[config.mk]
export PLATFORM = sky130hd
export DESIGN_NAME = dpbn_fifo
export DESIGN_NICKNAME = d
export VERILOG_FILES = /design/src/hdl/dpbn_pkg.sv /design/src/hdl/dpbn_fifo.sv
export SDC_FILE = /design/constraint.sdc
export NUM_CORES = 1
export LEC_CHECK = 0
export ABC_AREA = 1
export BUFFER_PORTS_ARGS = -buffer_cell sky130_fd_sc_hd__buf_2
export CAP_MARGIN = 40
export CORE_MARGIN = 2
export CORE_UTILIZATION = 47
export DETAILED_ROUTE_END_ITERATION = 7
export PLACE_DENSITY = 0.79
export SYNTH_ARGS = -nofsm -noshare
export SYNTH_HDL_FRONTEND = slang
export SYNTH_SLANG_ARGS = --single-unit
[constraint.sdc]
create_clock -name clk_i -period 11.1 [get_ports clk_i]
set_input_delay 1.665 -clock clk_i [delete_from_list [all_inputs] [get_ports clk_i]]
set_output_delay 1.665 -clock clk_i [all_outputs]
set_load 0.1 [all_outputs]
[src/hdl/dpbn_pkg.sv]
package dpbn_pkg;

  // Default values for the top-level parameters.
  localparam int SUM_WIDTH_DEF = 48;
  localparam int FRAC_BITS_DEF = 16;

  // Field widths.
  localparam int ACT_W   = 16;
  localparam int MEAN_W  = 48;
  localparam int VAR_W   = 32;
  localparam int GAMMA_W = 32;
  localparam int BETA_W  = 48;
  localparam int OUT_W   = 64;

  // Row queue between the accumulator and the normalisation engine.
  localparam int QUEUE_DEPTH = 2;

  // Magnitude product |gamma| * |d| and the number of restoring division steps.
  localparam int PROD_W    = GAMMA_W + OUT_W;
  localparam int DIV_STEPS = PROD_W;

  localparam logic signed [OUT_W-1:0] OUT_MAX = {1'b0, {(OUT_W-1){1'b1}}};
  localparam logic signed [OUT_W-1:0] OUT_MIN = {1'b1, {(OUT_W-1){1'b0}}};

  // One finished row: the saturated sum and the row's normalisation operands.
  typedef struct packed {
    logic signed [OUT_W-1:0]   sum;
    logic signed [MEAN_W-1:0]  mean;
    logic        [VAR_W-1:0]   variance;
    logic signed [GAMMA_W-1:0] gamma;
    logic signed [BETA_W-1:0]  beta;
    logic                      norm_en;
  } row_job_t;

  typedef enum logic [2:0] {
    BK_IDLE,
    BK_PREP,
    BK_NORM,
    BK_MUL_LO,
    BK_MUL_HI,
    BK_DIV,
    BK_FIN,
    BK_OUT
  } back_state_e;

endpackage

[src/hdl/dpbn_fifo.sv]
module dpbn_fifo (
  input  logic               clk_i,
  input  logic               rst_ni,
  input  logic               push_i,
  input  dpbn_pkg::row_job_t data_i,
  input  logic               pop_i,
  output dpbn_pkg::row_job_t data_o,
  output logic               full_o,
  output logic               empty_o
);

  localparam int Depth = dpbn_pkg::QUEUE_DEPTH;
  localparam int PtrW  = (Depth > 1) ? $clog2(Depth) : 1;

  dpbn_pkg::row_job_t entries_q [Depth];
  logic [PtrW-1:0] wr_ptr_q, wr_ptr_d, rd_ptr_q, rd_ptr_d;
  logic [PtrW:0]   count_q, count_d;

  assign full_o  = (count_q == (PtrW+1)'(Depth));
  assign empty_o = (count_q == '0);
  assign data_o  = entries_q[rd_ptr_q];

  always_comb begin
    wr_ptr_d = wr_ptr_q;
    rd_ptr_d = rd_ptr_q;
    count_d  = count_q;
    if (push_i) begin
      wr_ptr_d = (wr_ptr_q == PtrW'(Depth-1)) ? '0 : wr_ptr_q + 1'b1;
    end
    if (pop_i) begin
      rd_ptr_d = (rd_ptr_q == PtrW'(Depth-1)) ? '0 : rd_ptr_q + 1'b1;
    end
    if (push_i && !pop_i) begin
      count_d = count_q + 1'b1;
    end else if (pop_i && !push_i) begin
      count_d = count_q - 1'b1;
    end
  end

  always_ff @(posedge clk_i or negedge rst_ni) begin
    if (!rst_ni) begin
      wr_ptr_q <= '0;
      rd_ptr_q <= '0;
      count_q  <= '0;
    end else begin
      wr_ptr_q <= wr_ptr_d;
      rd_ptr_q <= rd_ptr_d;
      count_q  <= count_d;
    end
  end

  always_ff @(posedge clk_i) begin
    if (push_i) begin
      entries_q[wr_ptr_q] <= data_i;
    end
  end

`ifndef ASSERT_OFF
  a_no_overflow: assert property (@(posedge clk_i) disable iff (!rst_ni)
    push_i && full_o |-> pop_i)
    else $error("row queue written while full");
  a_no_underflow: assert property (@(posedge clk_i) disable iff (!rst_ni)
    pop_i |-> !empty_o)
    else $error("row queue read while empty");
`endif

endmodule

==> Word-level counts from Yosys, hierarchy flattened <==
Memory sizes are Yosys's and may differ from the RTL's.
Cells that the tools add are included.
{ "totals": {"mem_bits_rw": 450, "output_inout_bits": 227, "ff_bits": 4, "memories": 1} }
{ "mem_list": {"columns": ["name", "words", "width", "rd", "rd_ports_with_merged_regs", "wr", "line", "source"], "rows": [
  ["entries_q", 2, 225, 1, 0, 1, "dpbn_fifo.sv:15", "dpbn_pkg::row_job_t entries_q [Depth];"]
]} }
{ "op_classes": {"eq_ne": 1, "n_mux": 6, "n_reduce_logical": 6, "addsub": 4} }
{ "ops": {"columns": ["operator", "n"], "rows": [
  ["1-bit 2-to-1 mux", 4],
  ["2-bit 2-to-1 mux", 2],
  ["1-bit adder (second input constant)", 2],
  ["2-bit by 1-bit adder with 2-bit output (second input constant)", 1],
  ["2-bit == test (second input constant)", 1],
  ["1-bit logical AND", 2],
  ["1-bit zero test", 2],
  ["2-bit zero test", 1],
  ["2-bit nonzero test", 1],
  ["2-bit by 1-bit subtractor with 2-bit output (second input constant)", 1]
]} }

==> Logic depth before layout (Yosys ltp) <==
{ "logic_depth": {"depth_word": 4, "mapped_depth": 7, "depth_no_buf": 7} }

==> Least setup slack after synthesis <==
Ideal clock, no wire load.
{ "synth_timing": {"path_type": "input-to-reg", "start": "input push_i", "end": "memory entries_q[0][0] (netlist bit), enable pin", "arrival_time_ns": 11.105, "n_path_buf": 0, "path_stages": 2, "path_slack_ns": -0.826, "cell_sequence": "inv_1 nor2_1"} }
{ "synth_between": {"elab_chain_cells": 2} }
{ "synth_lines": {"columns": ["item", "line", "source"], "rows": [
  ["from (decl)", "dpbn_fifo.sv:4", "input logic push_i,"],
  ["1-bit 2-to-1 mux", "dpbn_fifo.sv:53", "if (push_i) begin"],
  ["1-bit 2-to-1 mux (not written as such)", "dpbn_fifo.sv:54", "entries_q[wr_ptr_q] <= data_i;"],
  ["to (decl)", "dpbn_fifo.sv:15", null]
]} }
No other way between the ends.

==> results.yml <==
floorplan:
  ios: 456
  dieWidth_um: 194
  die_area_um2: 37700
  coreArea_um2: 35600
  start_util_pct: 47.8
  fp-row-count: 69
  die_h_um: 194
yosys:
  synth_xor_area_share_pct: 0.154
  syn_inst: 725
  yosysWarnings: 0
  syn_area_per_cell_um2: 23.5
  synthArstFlopShare_pct: 0.881
  synth_edf_count: 450
  syn_area_um2: 17000
  synth_flop_cell: "edfxtp_1"
  synth-seq-cells: 454
  syn_nets: 955
  synth_top_area_share_pct: 79.4
  muxShareOfSynthArea_pct: 18.0
  synth_cell_types: 14
  yosys-top-cells-area: "edfxtp_1 79%, mux2_4 12%, mux2_2 5.6%"
  synth_top_area_cell: "edfxtp_1"
  synth.yosys.seq_area_share_pct: 80.0
  synthAdderAreaFrac_pct: 0.0736
  synthSimpleGateAreaFrac_pct: 0.243
  synth_top_family_by_area: "multiplexers"
  synth-compound-area-share_pct: 0
critical_path:
  arrival_ns: 3.13
  cp.required_ns: 9.44
  end_kind: "output pin"
  start_kind: "register"
  crit_fanout: 56
  crit_type: "register to output pin"
timing:
  fmax_ghz: 0.209
  finalMaxSlewViolations: 0
  finalSetupTns_ns: 0
  finalHoldViolCount: 0
  rsz0062_at_grt: "false"
  setup_viol: 0
  fin_crit_ns: 4.79
  skew_ns: 0.00835
  fin_crit_sh_pct: 43.2
  relSlewSlack_pct: 39.6
  worstMarginPinSlew_ns: 0.907
outcome:
  status: "finished clean"
placed_design:
  portBuffers: 455
  dp_hpwl_um: 24600
  gp_congestion: 0.843
finish:
  nNetsFinal: 1445
  area_growth_pct: 24.8
  fillers: 2587
  drive_gt1_share_pct: 60.4
grt:
  grtUsageTotal_pct: 18.4
  grt_pass1_wl_um: 52300
  grt_max_degree: 84
  grt_overflow_total: 0
  antenna_found_initial: 10
  grt_pass1_vias: 9217
clock_tree:
  cts_hold_buf: 0
  cts.htree.levels: 2
  clk_pin_slew_ns: 0.06
  tritoncts: "built"
  clk_path_buf_depth: 3
  cts_buffers: 45
  insertion_delay_ns: 0.55
  cts.sinks: 454
  cts_resized: 0
  post_cts_buffers: 0
  root_buffer: "clkbuf_16"
drt:
  num_vias: 8522
  wl_um: 35200
  postRouteAntennaNets: 0
  viasPerCell: 4.98
  first_pass_iters: 5
  drc_errors: 0
  first_iter_violations: 437
  routedWlPerCell_um: 20.5
run:
  cap_violations: 0
min_path:
  hold_class: "register to register"
metrics by stage:
stage	hold WS [ns]	std cells	setup WS, ns	util, %	instance area [µm²]
2_1_floorplan	0.463	725	3.11	-	17000
3_3_place_gp	0.481	1625	6.06	55.4	19700
3_5_place_dp	0.499	1628	6.60	55.7	19800
4_1_cts	0.513	1704	5.97	59.6	21200
5_1_grt	0.573	1712	6.17	59.7	21200
6_report	0.510	1712	6.31	59.7	21200
critical path: stages, from the launching register on:
cell and delay, ns:
dfrtp_4 0.57, buf_4 0.61, buf_4 0.31, buf_16 0.31, mux2_2 0.39, buf_2 0.29
sequential cells by signal, indices dropped and copies added, names as in the netlist:
| name | count |
|---|---|
| wr_ptr_q | 1 |
| entries_q | 450 |
| rd_ptr_q | 1 |
| count_q | 2 |
cell usage after synthesis (2+ instances only):
cell type,instances
dfrtp_1,4
edfxtp_1,450
nor2_1,3
buf_6,17
mux2_2,85
buf_2,8
xor2_1,2
mux2_4,140
nand2_1,5
inv_1,7
per-layer routing:
metal / part of all wire [%] / up-vias / global-route usage [%]
li1: - / 3874 / -
met1: 35 / 4169 / 19.9
met2: 52 / 380 / 32.3
met3: 7.9 / 93 / 5.43
met4: 4.4 / 6 / 10.2
met5: 0.13 / - / 0
cell families (layout without fill, tap and decap cells):
group	Yosys count	after routing
mux	225	225
simple gates	10	10
buf+inv	32	551
xor+xnor	3	3
flops	454	454
other cells	0	7
fa+ha+maj	1	1
worst paths after layout:
| check | from | end | slack [ns] | cells after the start |
|---|---|---|---|---|
| max in group asynchronous | rst_ni | rd_ptr_q | 10.05 | 1 |
| worst min-delay path | count_q[1] | count_q[1] | 0.51 | 2 |
| min in group asynchronous | rst_ni | count_q[0] | 0.92 | 1 |
| worst max register to register | wr_ptr_q | entries_q[0][100] | 8.73 | 3 |
| worst min register to register | count_q[1] | count_q[1] | 0.51 | 2 |
| worst max-delay path | rd_ptr_q | data_o[209] | 6.31 | 5 |
layout by cell type (no fill, tap or decap), drive strengths merged:
cell type  synthesis  layout
clkinv             0      16
clkbuf             0      52
edfxtp           450     450
nand4              1       1
ha                 1       1
nor2               3       3
clkinvlp           0       3
inv                7       7
diode              0       7
xnor2              1       1
buf               25     468
bufinv             0       5
nand3              1       1
xor2               2       2
nand2              5       5
mux2             225     225
dfrtp              4       4
layout make-up:
type	instances	area, µm²	area share [%]
clock buffer	52	1150	5.43
clock inverter	24	235	1.11
sequential	454	13600	64.1
tap	461	577	2.72
timing repair buffer	468	2450	11.6
inverter	7	33.8	0.159
multi-input combinational	239	3150	14.8
antenna	7	17.5	0.0825
Power is not shown: default switching activity piles up to over one toggle a cycle in this logic, so the estimate is an artifact.
