--- config.mk ---
export PLATFORM = sky130hd
export DESIGN_NAME = dpbn_front
export DESIGN_NICKNAME = d
export VERILOG_FILES = /design/src/hdl/dpbn_pkg.sv /design/src/hdl/dpbn_front.sv
export SDC_FILE = /design/constraint.sdc
export NUM_CORES = 1
export LEC_CHECK = 0
export BUFFER_PORTS_ARGS = -buffer_cell sky130_fd_sc_hd__buf_2
export CAP_MARGIN = 20
export CORE_MARGIN = 5
export CORE_UTILIZATION = 35
export CTS_BUF_LIST = sky130_fd_sc_hd__clkbuf_4
export DETAILED_ROUTE_END_ITERATION = 6
export HOLD_SLACK_MARGIN = 0.15
export PLACE_DENSITY = 0.67
export SKIP_LAST_GASP = 1
export SLEW_MARGIN = 20
export SYNTH_ARGS = -nofsm -noshare
export SYNTH_HDL_FRONTEND = slang
export SYNTH_SLANG_ARGS = --single-unit
--- constraint.sdc ---
create_clock -name clk_i -period 14.74 [get_ports clk_i]
set_input_delay 2.948 -clock clk_i [delete_from_list [all_inputs] [get_ports clk_i]]
set_output_delay 2.948 -clock clk_i [all_outputs]
set_load 0.05 [all_outputs]
--- src/hdl/dpbn_pkg.sv ---
package dpbn_pkg;

  // Default values for the top-level parameters.
  localparam int SUM_WIDTH_DEF = 48;
  localparam int FRAC_BITS_DEF = 16;

  // Field widths.
  localparam int ACT_W   = 16;
  localparam int MEAN_W  = 48;
  localparam int VAR_W   = 32;
  localparam int GAMMA_W = 32;
  localparam int BETA_W  = 48;
  localparam int OUT_W   = 64;

  // Row queue between the accumulator and the normalisation engine.
  localparam int QUEUE_DEPTH = 2;

  // Magnitude product |gamma| * |d| and the number of restoring division steps.
  localparam int PROD_W    = GAMMA_W + OUT_W;
  localparam int DIV_STEPS = PROD_W;

  localparam logic signed [OUT_W-1:0] OUT_MAX = {1'b0, {(OUT_W-1){1'b1}}};
  localparam logic signed [OUT_W-1:0] OUT_MIN = {1'b1, {(OUT_W-1){1'b0}}};

  // One finished row: the saturated sum and the row's normalisation operands.
  typedef struct packed {
    logic signed [OUT_W-1:0]   sum;
    logic signed [MEAN_W-1:0]  mean;
    logic        [VAR_W-1:0]   variance;
    logic signed [GAMMA_W-1:0] gamma;
    logic signed [BETA_W-1:0]  beta;
    logic                      norm_en;
  } row_job_t;

  typedef enum logic [2:0] {
    BK_IDLE,
    BK_PREP,
    BK_NORM,
    BK_MUL_LO,
    BK_MUL_HI,
    BK_DIV,
    BK_FIN,
    BK_OUT
  } back_state_e;

endpackage

--- src/hdl/dpbn_front.sv ---
module dpbn_front #(
  parameter int SUM_WIDTH = dpbn_pkg::SUM_WIDTH_DEF
) (
  input  logic                                  clk_i,
  input  logic                                  rst_ni,
  input  logic                                  cfg_we_i,
  input  logic                                  cfg_wdata_i,
  input  logic                                  in_valid_i,
  output logic                                  in_stall_o,
  input  logic signed [dpbn_pkg::ACT_W-1:0]     activation_i,
  input  logic signed [dpbn_pkg::ACT_W-1:0]     weight_i,
  input  logic                                  last_of_row_i,
  input  logic signed [dpbn_pkg::MEAN_W-1:0]    norm_mean_i,
  input  logic        [dpbn_pkg::VAR_W-1:0]     norm_variance_i,
  input  logic signed [dpbn_pkg::GAMMA_W-1:0]   norm_gamma_i,
  input  logic signed [dpbn_pkg::BETA_W-1:0]    norm_beta_i,
  input  logic                                  full_i,
  output logic                                  push_o,
  output dpbn_pkg::row_job_t                    job_o
);

  logic                        norm_en_q;
  logic signed [SUM_WIDTH-1:0] acc_q, acc_d;
  logic signed [2*dpbn_pkg::ACT_W-1:0] prod;
  logic signed [SUM_WIDTH:0]   sum_ext;
  logic signed [SUM_WIDTH-1:0] sum_sat;
  logic                        accept;

  assign prod    = activation_i * weight_i;
  assign sum_ext = (SUM_WIDTH+1)'(acc_q) + (SUM_WIDTH+1)'(prod);

  // The top two bits differ only when the sum left the accumulator's range.
  always_comb begin
    if (sum_ext[SUM_WIDTH] != sum_ext[SUM_WIDTH-1]) begin
      sum_sat = sum_ext[SUM_WIDTH] ? {1'b1, {(SUM_WIDTH-1){1'b0}}}
                                   : {1'b0, {(SUM_WIDTH-1){1'b1}}};
    end else begin
      sum_sat = sum_ext[SUM_WIDTH-1:0];
    end
  end

  assign in_stall_o = full_i;
  assign accept     = in_valid_i && !full_i;
  assign push_o     = accept && last_of_row_i;

  always_comb begin
    acc_d = acc_q;
    if (accept) begin
      acc_d = last_of_row_i ? '0 : sum_sat;
    end
  end

  always_comb begin
    job_o.sum      = dpbn_pkg::OUT_W'(sum_sat);
    job_o.mean     = norm_mean_i;
    job_o.variance = norm_variance_i;
    job_o.gamma    = norm_gamma_i;
    job_o.beta     = norm_beta_i;
    job_o.norm_en  = norm_en_q;
  end

  always_ff @(posedge clk_i or negedge rst_ni) begin
    if (!rst_ni) begin
      acc_q     <= '0;
      norm_en_q <= 1'b0;
    end else begin
      acc_q <= acc_d;
      if (cfg_we_i) begin
        norm_en_q <= cfg_wdata_i;
      end
    end
  end

endmodule

Word level (Yosys, flattened, before mapping). Index checks and enable logic that the tools add are counted.

Shifts and indexed selects: 0. Add/subtract/negate cells: 1. Eq/ne operators: 1. Reduce and logical (&&, ||, !) cells: 3. Multiply operators: 1. Mux-type cells: 3. Divide/modulo/power cells: 0. Magnitude comparators: 0. Bitwise gates (word level): 0.

Operators by type and width (number): two-way mux 48 bit (3); adder 48 x 32 -> 49 bit (1); multiplier 16 x 16 -> 32 bit (1); logical AND 1 bit (2); zero test 1 bit (1); inequality test 1 bit (1).

Output and inout port bits: 227. Word-level logic and storage cells: 11. Memories: 0. RAM bits: 0. Latch bits: 0. Bits in read-only memories: 0. Flip-flop bits (word level): 49.

Logic depth before layout (Yosys ltp). Gate-level depths: netlist of the first run.

Depth after elaboration: 5. Depth in mapped cells: 27. Depth with buffers taken out: 24.

Worst setup path after synthesis of the first run. OpenSTA, ideal clock, no wires.

Kind: in2out. From: input port activation_i[15] (netlist name). To: output port job_o[184] (netlist name). Arrival: 10.503 ns. Stages on the path: 24. Path slack: 1.289 ns. Required time: 11.792 ns. Buffers on the path: 2. Path through: clkbuf_1 -> nand2_1 -> inv_1 -> fa_1 -> inv_1 -> fa_1 -> fa_1 -> fa_1 -> inv_1 -> fa_1 -> inv_1 -> fa_1 -> inv_1 -> ha_1 -> buf_2 -> a21oi_2 -> a21oi_1 -> or4_1 -> nand3_1 -> o21ai_0 -> a31oi_4 -> xnor2_4 -> nor2_2 -> o21ai_0.

RTL lines: from (decl) (RTL line dpbn_front.sv:10) `input logic signed [dpbn_pkg::ACT_W-1:0] activation_i,`; to (decl) (RTL line dpbn_front.sv:19) `output dpbn_pkg::row_job_t job_o`.

==> results of run 1 <==
-- cells by family after synthesis --
group,Yosys count,share of synthesized area [%]
buffers and inverters,709,18.68
xor gates and xnor gates,46,2.436
adders and majority gates,527,51.29
muxes,2,0.1176
DFF,49,6.782
and+or+nand+nor,457,11.94
AOI/OAI and AO/OA,260,8.748
-- critical path: stages --
cell and delay, ns:
buf_2 0.19, nand2_1 0.19, inv_1 0.09, fa_2 0.65
inv_1 0.11, fa_1 0.68, fa_1 0.84, fa_1 0.40
inv_1 0.38, buf_4 0.29, fa_1 0.50, inv_1 0.05
fa_1 0.47, inv_1 0.04, ha_1 0.41, a21oi_1 0.12
o21ai_0 0.19, a21oi_1 0.09, o211ai_1 0.19, and4b_1 0.23
o31a_1 0.34, xnor2_4 0.46, buf_4 0.44, nand2_2 0.22
o21ai_0 0.20, buf_2 0.31
-- stage by stage --
step           setup WS, ns  util, %  instance area (um^2)  cells  hold WS [ns]
6_report             0.7380    35.12                 17980   2605        0.5166
5_1_grt              0.2277    35.12                 17980   2604        0.5482
4_1_cts              0.6932    35.06                 17950   2602        0.5189
3_5_place_dp         0.7202    34.94                 17890   2594        0.4809
3_3_place_gp         0.9543    34.94                 17890   2594        0.4716
2_1_floorplan         1.289        -                 18080   2050        0.4552
-- state kept, by name (all words and copies together), names as in the netlist --
| signal | count |
|---|---|
| acc_q | 48 |
| norm_en_q | 1 |
-- layout make-up --
cell class / instances / area (um^2)
clock inverters: 3 / 22.52
repair buffers: 119 / 650.6
well taps: 680 / 850.8
clock buffers: 5 / 37.54
flip-flops and latches: 49 / 1226
diodes: 2 / 5.005
fillers: 5242 / 33220
inverters: 455 / 1708
multi-input cells: 1292 / 13480
-- worst max path at each step --
stage	startpoint	to	slack [ns]	cells after the start
detailed placement	activation_i[15]	job_o[184]	0.72	26
global route	weight_i[1]	job_o[184]	0.23	26
floorplan	activation_i[15]	job_o[184]	1.29	24
CTS	activation_i[15]	job_o[184]	0.69	26
global placement	weight_i[1]	job_o[184]	0.95	26
finish	weight_i[1]	job_o[184]	0.74	26
-- synthesized netlist by cell type, drive strengths merged, types with 6 or more instances --
cell type and instances:
a211oi 9, a21o 14, a21oi 92, and2 118
buf 208, clkbuf 46, dfrtp 49, fa 366
ha 134, inv 455, maj3 27, nand2 209
nand2b 9, nand3 14, nand4 13, nor2 71
nor3 8, o211ai 6, o21a 6, o21ai 85
o21bai 9, o31ai 7, xnor2 29, xor2 17
-- per-layer routing --
layer  global-route usage (%)  routed length [um]  vias up  part of all wire, %
met2                    26.62               21260      461                   47
met5                   0.8418                  30        -                0.066
met3                    3.040                2877       49                  6.4
met1                    23.08               20480     6499                   45
li1                         -                   -     5765                    -
met4                    3.236                 657        2                  1.5
==> results.toml, run 1 <==
[run_status]
outcome = "completed"

[setup_path]
rrSetupSlack_ns = 7.95
arrival_ns = 11.05
reg2reg_from = "acc_q[15]"
reg2regPathDepth = 21
required_ns = 11.79
crit_path_start_kind = "input port"
worstSetupEndpointType = "output port"
critical_path.max_fanout = 33
r2r_end = "acc_q[32]"
crit_type = "input port to output port"

[global_route]
antenna_found_initial = 1
gr-usage-all-layers_pct = 16.38
grt_pass1_wl_um = 75890
grt_overflow = 0
grt_pass1_vias = 13960
grt_start_max_net_pins = 50

[routing]
firstDrtPassIters = 5
vias_per_cell = 4.904
drt_iter0_markers = 745
wire_per_inst_um = 17.39
postRouteWirelength_um = 45300
post-route-drc-count = 0
drtAntennaViolNets = 0
vias = 12780

[timing]
post-route-min-period_ns = 14.00
fmax_ghz = 0.07142
hold_viol_final = 0
finClkSkew_ns = 0.01024
rsz0062_at_grt = "false"
setup_tns_ns = 0
setup_viol = 0
slew_headroom_pct = 27.95
fin_crit_sh_pct = 94.99
tightest_slew_ns = 1.064
drv_slew = 0

[clock_tree]
cts_hold_buf = 0
clk-insertion-delay-late_ns = 0.42
ctsHtreeMaxLevel = 2
path_clk_slew_ns = 0.17
post_cts_buffers = 0
cts_sinks = 49
ctsResizeCount = 0
cts_buffers = 5
cts_tree = "built"
clockRootBuffer = "clkbuf_4"
clockBufferDepth = 2

[floorplanning]
io-pin-count = 426
fp.dieH_um = 237.3
fp.coreArea_um2 = 51200
dieArea_um2 = 56300
die_x_um = 237.3
start_util_pct = 35.31
rows = 83

[synth]
avgSynthCellArea_um2 = 8.819
ys_warn_count = 0
yosysUniqueCellTypes = 66
synth_area_leader_cell = "fa_1"
synthDominantCellAreaShare_pct = 40.53
synthCells = 2050
synth_edf_count = 0
async_reset_ff_share_pct = 100.0
syn_area_um2 = 18080
ys_ff_latch = 49
ys_seq_area_share_pct = 6.782
syn_nets = 2749
synth_area_leaders = "fa_1 (41%), inv_1 (9.4%), ha_1 (9.3%)"
ys.flop_type = "dfrtp_1"

[finish]
drive_above_1_share_pct = 7.488
final_common_cell = "inv_1"
area_delta_synth_final_pct = -0.5400
fin_nets = 2621
mostFrequentLayoutCells = "inv_1 (455), fa_1 (365), nand2_1 (208), ha_1 (134), and2_1 (118)"

[placed_design]
io_buffers = 105
place_congestion = 0.8579
place.detailed.hpwl_um = 38790

[worst_hold_path]
hp-class = "register to register"
hp-start = "acc_q[37]"
whs_endpoint = "acc_q[37]"
hold_depth = 2

[job]
maxCapViolCount = 0
Power of run 1 is left out: the tool's default activity adds up to more than one toggle a clock period on the data nets, which glitch-free logic cannot reach.
==> run 2: changes to the inputs <==
==> constraint.sdc (replaced) <==
create_clock -name clk_i -period 17.33 [get_ports clk_i]
set_input_delay 3.466 -clock clk_i [delete_from_list [all_inputs] [get_ports clk_i]]
set_output_delay 3.466 -clock clk_i [all_outputs]
set_load 0.05 [all_outputs]
==> run 2 against run 1 <==
Worst setup slack improved by 1.1 ns; non-clock buffer count fell by 7; cell count fell by 0.31%; critical endpoint is now job_o[187]; highest routed layer unchanged.
==> results.toml, run 2 (synthesis results as in run 1) <==
[placed_design]
io_buffers = 105
place.detailed.hpwl_um = 37920
place_congestion = 0.8696
dp.cells = 2587

[setup_path]
rrSetupSlack_ns = 10.56
required_ns = 13.86
r2r_end = "acc_q[31]"
crit_buf_inv = 8
reg2regPathDepth = 21
critPathMaxStageDelay_ns = 0.87
crit_family = "adder cells"
arrival_ns = 12.07
reg2reg_from = "acc_q[15]"
crit_slowest_cell = "fa_1"
crit_type = "input port to output port"
worstSetupEndpointType = "output port"
crit_path_start_kind = "input port"
critical_path.max_fanout = 34

[worst_hold_path]
hp-class = "register to register"
whs_endpoint = "acc_q[32]"
hold_depth = 2
hp-start = "acc_q[32]"

[job]
maxCapViolCount = 0

[floorplanning]
dieArea_um2 = 56300
fp.coreArea_um2 = 51200
start_util_pct = 35.31
fp.dieH_um = 237.3
rows = 83
die_x_um = 237.3
io-pin-count = 426

[timing]
setup_tns_ns = 0
tightest_slew_ns = 1.069
whs_ns = 0.5092
post-route-min-period_ns = 15.54
finClkSkew_ns = 0.03284
drv_slew = 0
fmax_ghz = 0.06436
setup_viol = 0
slew_headroom_pct = 28.75
rsz0062_at_grt = "false"
fin_crit_sh_pct = 89.65
hold_viol_final = 0

[clock_tree]
ctsHtreeMaxLevel = 2
ctsResizeCount = 0
cts_buffers = 5
cts_sinks = 49
clockBufferDepth = 2
cts_hold_buf = 0
post_cts_buffers = 0
cts_tree = "built"
path_clk_slew_ns = 0.16
clockRootBuffer = "clkbuf_4"
clk-insertion-delay-late_ns = 0.45

[finish]
largest_reg_flops = 48
top_register = "acc_q"
fin_cells = 2597
mostFrequentLayoutCells = "inv_1 (455), fa_1 (365), nand2_1 (208), ha_1 (134), and2_1 (118)"
fill_cells = 5244
area_delta_synth_final_pct = -0.5882
fin_nets = 2614
largestRegisters = "acc_q x48, norm_en_q x1"
drive_above_1_share_pct = 7.150
final_common_cell = "inv_1"

[routing]
wire_per_inst_um = 17.19
vias = 12770
drtAntennaViolNets = 0
firstDrtPassIters = 6
drt_iter0_markers = 787
post-route-drc-count = 0
postRouteWirelength_um = 44650
vias_per_cell = 4.918

[global_route]
met2_usage_pct = 25.51
grt_util_met3_pct = 2.564
grtUsageMet1_pct = 23.51
grt_pass1_wl_um = 74190
grt_overflow = 0
grt_start_max_net_pins = 79
gr-usage-all-layers_pct = 15.98
antenna_found_initial = 2
globalRoute.busiestLayer = "met2"
grt_pass1_vias = 13570

[run_status]
outcome = "completed"
-- run 2: cell count changes in the layout (fill, tap and decap cells not counted) --
cell | previous run | this run
o311ai_0 | 0 | 1
inv_6 | 0 | 1
buf_4 | 13 | 6
bufinv_16 | 0 | 2
diode_2 | 2 | 1
clkinvlp_4 | 3 | 0
o311ai_1 | 1 | 0
-- run 2: layout make-up --
class / instances / area, um^2 / area share (%)
Multi-Input combinational cell: 1292 / 13480 / 75.01
Timing Repair Buffer: 112 / 598.1 / 3.328
Inverter: 455 / 1708 / 9.502
Clock buffer: 5 / 37.54 / 0.2088
Antenna cell: 1 / 2.502 / 0.01392
Sequential cell: 49 / 1226 / 6.822
Tap cell: 680 / 850.8 / 4.734
Clock inverter: 3 / 68.82 / 0.3829
-- run 2: how the worst max path moves through the flow --
| stage | start | end | cells after the start |
|---|---|---|---|
| after detailed placement | activation_i[15] | job_o[187] | 25 |
| after global placement | activation_i[15] | job_o[187] | 25 |
| final | activation_i[15] | job_o[187] | 25 |
| after CTS | activation_i[15] | job_o[187] | 25 |
| after global routing | activation_i[15] | job_o[187] | 25 |
| after floorplan | activation_i[15] | job_o[184] | 24 |
-- run 2: metal layers --
layer	vias to the layer above	share of wire (%)
li1	5758	-
met1	6459	45
met2	505	46
met3	45	7.4
met4	4	1.1
met5	-	0.083
-- run 2: stage by stage --
| stage | utilization, % | setup WS, ns | cell area [um^2] |
|---|---|---|---|
| 2_1_floorplan | - | 2.843 | 18080 |
| 5_1_grt | 35.11 | 1.321 | 17970 |
| 3_5_place_dp | 34.84 | 1.679 | 17840 |
| 3_3_place_gp | 34.84 | 1.878 | 17840 |
| 4_1_cts | 35.05 | 1.703 | 17940 |
| 6_report | 35.11 | 1.793 | 17970 |
-- run 2: worst register-to-register path: stages, from the launching register on --
cell,delay [ns]
dfrtp_1,0.40
inv_1,0.15
fa_1,0.45
inv_1,0.10
fa_1,0.47
fa_1,0.52
fa_1,0.55
inv_1,0.05
fa_1,0.53
inv_1,0.07
ha_1,0.40
nand2_1,0.16
o21ai_0,0.29
or3b_1,0.38
nand3_1,0.13
a211o_2,0.26
a31oi_4,0.14
xnor2_4,0.20
buf_4,0.66
o21ai_4,0.31
buf_16,0.25
o21ai_0,0.22
Power of run 2 is left out for the same reason.
==> run 3: changes to the inputs <==
--- a/config.mk
+++ b/config.mk
@@ -9,11 +9,10 @@
 export CAP_MARGIN = 20
 export CORE_MARGIN = 5
 export CORE_UTILIZATION = 35
-export CTS_BUF_LIST = sky130_fd_sc_hd__clkbuf_4
+export CTS_BUF_LIST = sky130_fd_sc_hd__clkbuf_4 sky130_fd_sc_hd__clkbuf_8
 export DETAILED_ROUTE_END_ITERATION = 6
 export HOLD_SLACK_MARGIN = 0.15
 export PLACE_DENSITY = 0.67
-export SKIP_LAST_GASP = 1
 export SLEW_MARGIN = 20
 export SYNTH_ARGS = -nofsm -noshare
 export SYNTH_HDL_FRONTEND = slang
==> run 3 against run 2 <==
Register-to-register slack lost 0.02 ns; count of clock-buffer cells in the layout is the same; sequential share of layout area is essentially flat; global-route usage is essentially flat; critical path depth is the same; maximum frequency shrank 0.14%; non-clock buffer count is the same; critical path type unchanged.
==> results.toml, run 3 (synthesis results as in run 1) <==
[routing]
vias_per_cell = 4.900
firstDrtPassIters = 5
drtAntennaViolNets = 0
postRouteWirelength_um = 44670
drt_iter0_markers = 716
post-route-drc-count = 0
wire_per_inst_um = 17.21
vias = 12720

[timing]
finClkSkew_ns = 0.01606
hold_viol_final = 0
drv_slew = 0
slew_headroom_pct = 28.18
setup_tns_ns = 0
fmax_ghz = 0.06427
post-route-min-period_ns = 15.56
setup_viol = 0
tightest_slew_ns = 1.077
rsz0062_at_grt = "false"
fin_crit_sh_pct = 89.78

[worst_hold_path]
hold_depth = 2
hp-class = "register to register"
hp-start = "acc_q[34]"
whs_endpoint = "acc_q[34]"

[clock_tree]
ctsHtreeMaxLevel = 2
cts_hold_buf = 0
ctsResizeCount = 0
clk-insertion-delay-late_ns = 0.35
post_cts_buffers = 0
cts_sinks = 49
clockBufferDepth = 2
cts_buffers = 5
clockRootBuffer = "clkbuf_8"
path_clk_slew_ns = 0.10
cts_tree = "built"

[setup_path]
r2r_end = "acc_q[31]"
reg2regPathDepth = 21
worstSetupEndpointType = "output port"
crit_family = "adder cells"
critical_path.max_fanout = 34
reg2reg_from = "acc_q[15]"
arrival_ns = 12.09
crit_path_start_kind = "input port"
rrSetupSlack_ns = 10.54
crit_buf_inv = 8
required_ns = 13.86
critPathMaxStageDelay_ns = 0.87
crit_slowest_cell = "fa_1"
crit_type = "input port to output port"

[global_route]
grt_pass1_vias = 13580
gr-usage-all-layers_pct = 15.99
grt_pass1_wl_um = 74190
antenna_found_initial = 1
grt_overflow = 0
grt_start_max_net_pins = 79

[finish]
top_register = "acc_q"
largest_reg_flops = 48
fill_cells = 5240
largestRegisters = "acc_q x48, norm_en_q x1"
final_common_cell = "inv_1"
insertedDiodeCount = 0
drive_above_1_share_pct = 7.150
mostFrequentLayoutCells = "inv_1 (455), fa_1 (365), nand2_1 (208), ha_1 (134), and2_1 (118)"
fin_nets = 2614
area_delta_synth_final_pct = -0.4289

[floorplanning]
dieArea_um2 = 56300
io-pin-count = 426
fp.coreArea_um2 = 51200
die_x_um = 237.3
start_util_pct = 35.31
fp.dieH_um = 237.3
rows = 83

[run_status]
outcome = "completed"

[job]
maxCapViolCount = 0

[placed_design]
place.detailed.hpwl_um = 37920
io_buffers = 105
place_congestion = 0.8696
==> run 3: metal layers <==
layer	vias to the layer above	track usage, %	wire (um)
met3	43	2.564	3083
met1	6445	23.52	20430
met2	475	25.47	20630
met5	-	0.8418	37
li1	5753	-	-
met4	4	2.449	492
==> run 3: final cells by class <==
class / count / area, um^2 / area share (%)
Multi-Input combinational cell: 1292 / 13480 / 74.89
Inverter: 455 / 1708 / 9.487
Sequential cell: 49 / 1226 / 6.811
Tap cell: 680 / 850.8 / 4.726
Timing Repair Buffer: 112 / 598.1 / 3.322
Clock buffer: 5 / 68.82 / 0.3823
Clock inverter: 3 / 68.82 / 0.3823
==> run 3: worst register-to-register path, delay by kind of cell, from the launching register on <==
| kind | cells | cell delay [ns] |
|---|---|---|
| xor gates and xnor gates | 1 | 0.20 |
| DFF | 1 | 0.38 |
| adders and majority gates | 6 | 2.94 |
| AOI/OAI and AO/OA | 5 | 1.21 |
| buffers and inverters | 6 | 1.28 |
| and+or+nand+nor | 3 | 0.68 |
==> run 3: worst max-delay path by stage <==
stage	end	slack, ns	startpoint	cells after the start
final	job_o[187]	1.77	activation_i[15]	25
after global routing	job_o[187]	1.32	activation_i[15]	25
after CTS	job_o[187]	1.70	activation_i[15]	25
after detailed placement	job_o[187]	1.68	activation_i[15]	25
after global placement	job_o[187]	1.88	activation_i[15]	25
after floorplan	job_o[184]	2.84	activation_i[15]	24
==> run 3: stage by stage <==
step | instance area, um^2 | util [%] | std cells | hold WS [ns] | setup WS (ns)
after global routing | 18000 | 35.16 | 2596 | 0.5350 | 1.321
after CTS | 17970 | 35.11 | 2595 | 0.5024 | 1.703
after global placement | 17840 | 34.84 | 2587 | 0.4696 | 1.878
after detailed placement | 17840 | 34.84 | 2587 | 0.4769 | 1.679
after floorplan | 18080 | - | 2050 | 0.4552 | 2.843
final | 18000 | 35.16 | 2596 | 0.4993 | 1.771
Power of run 3 is left out for the same reason.
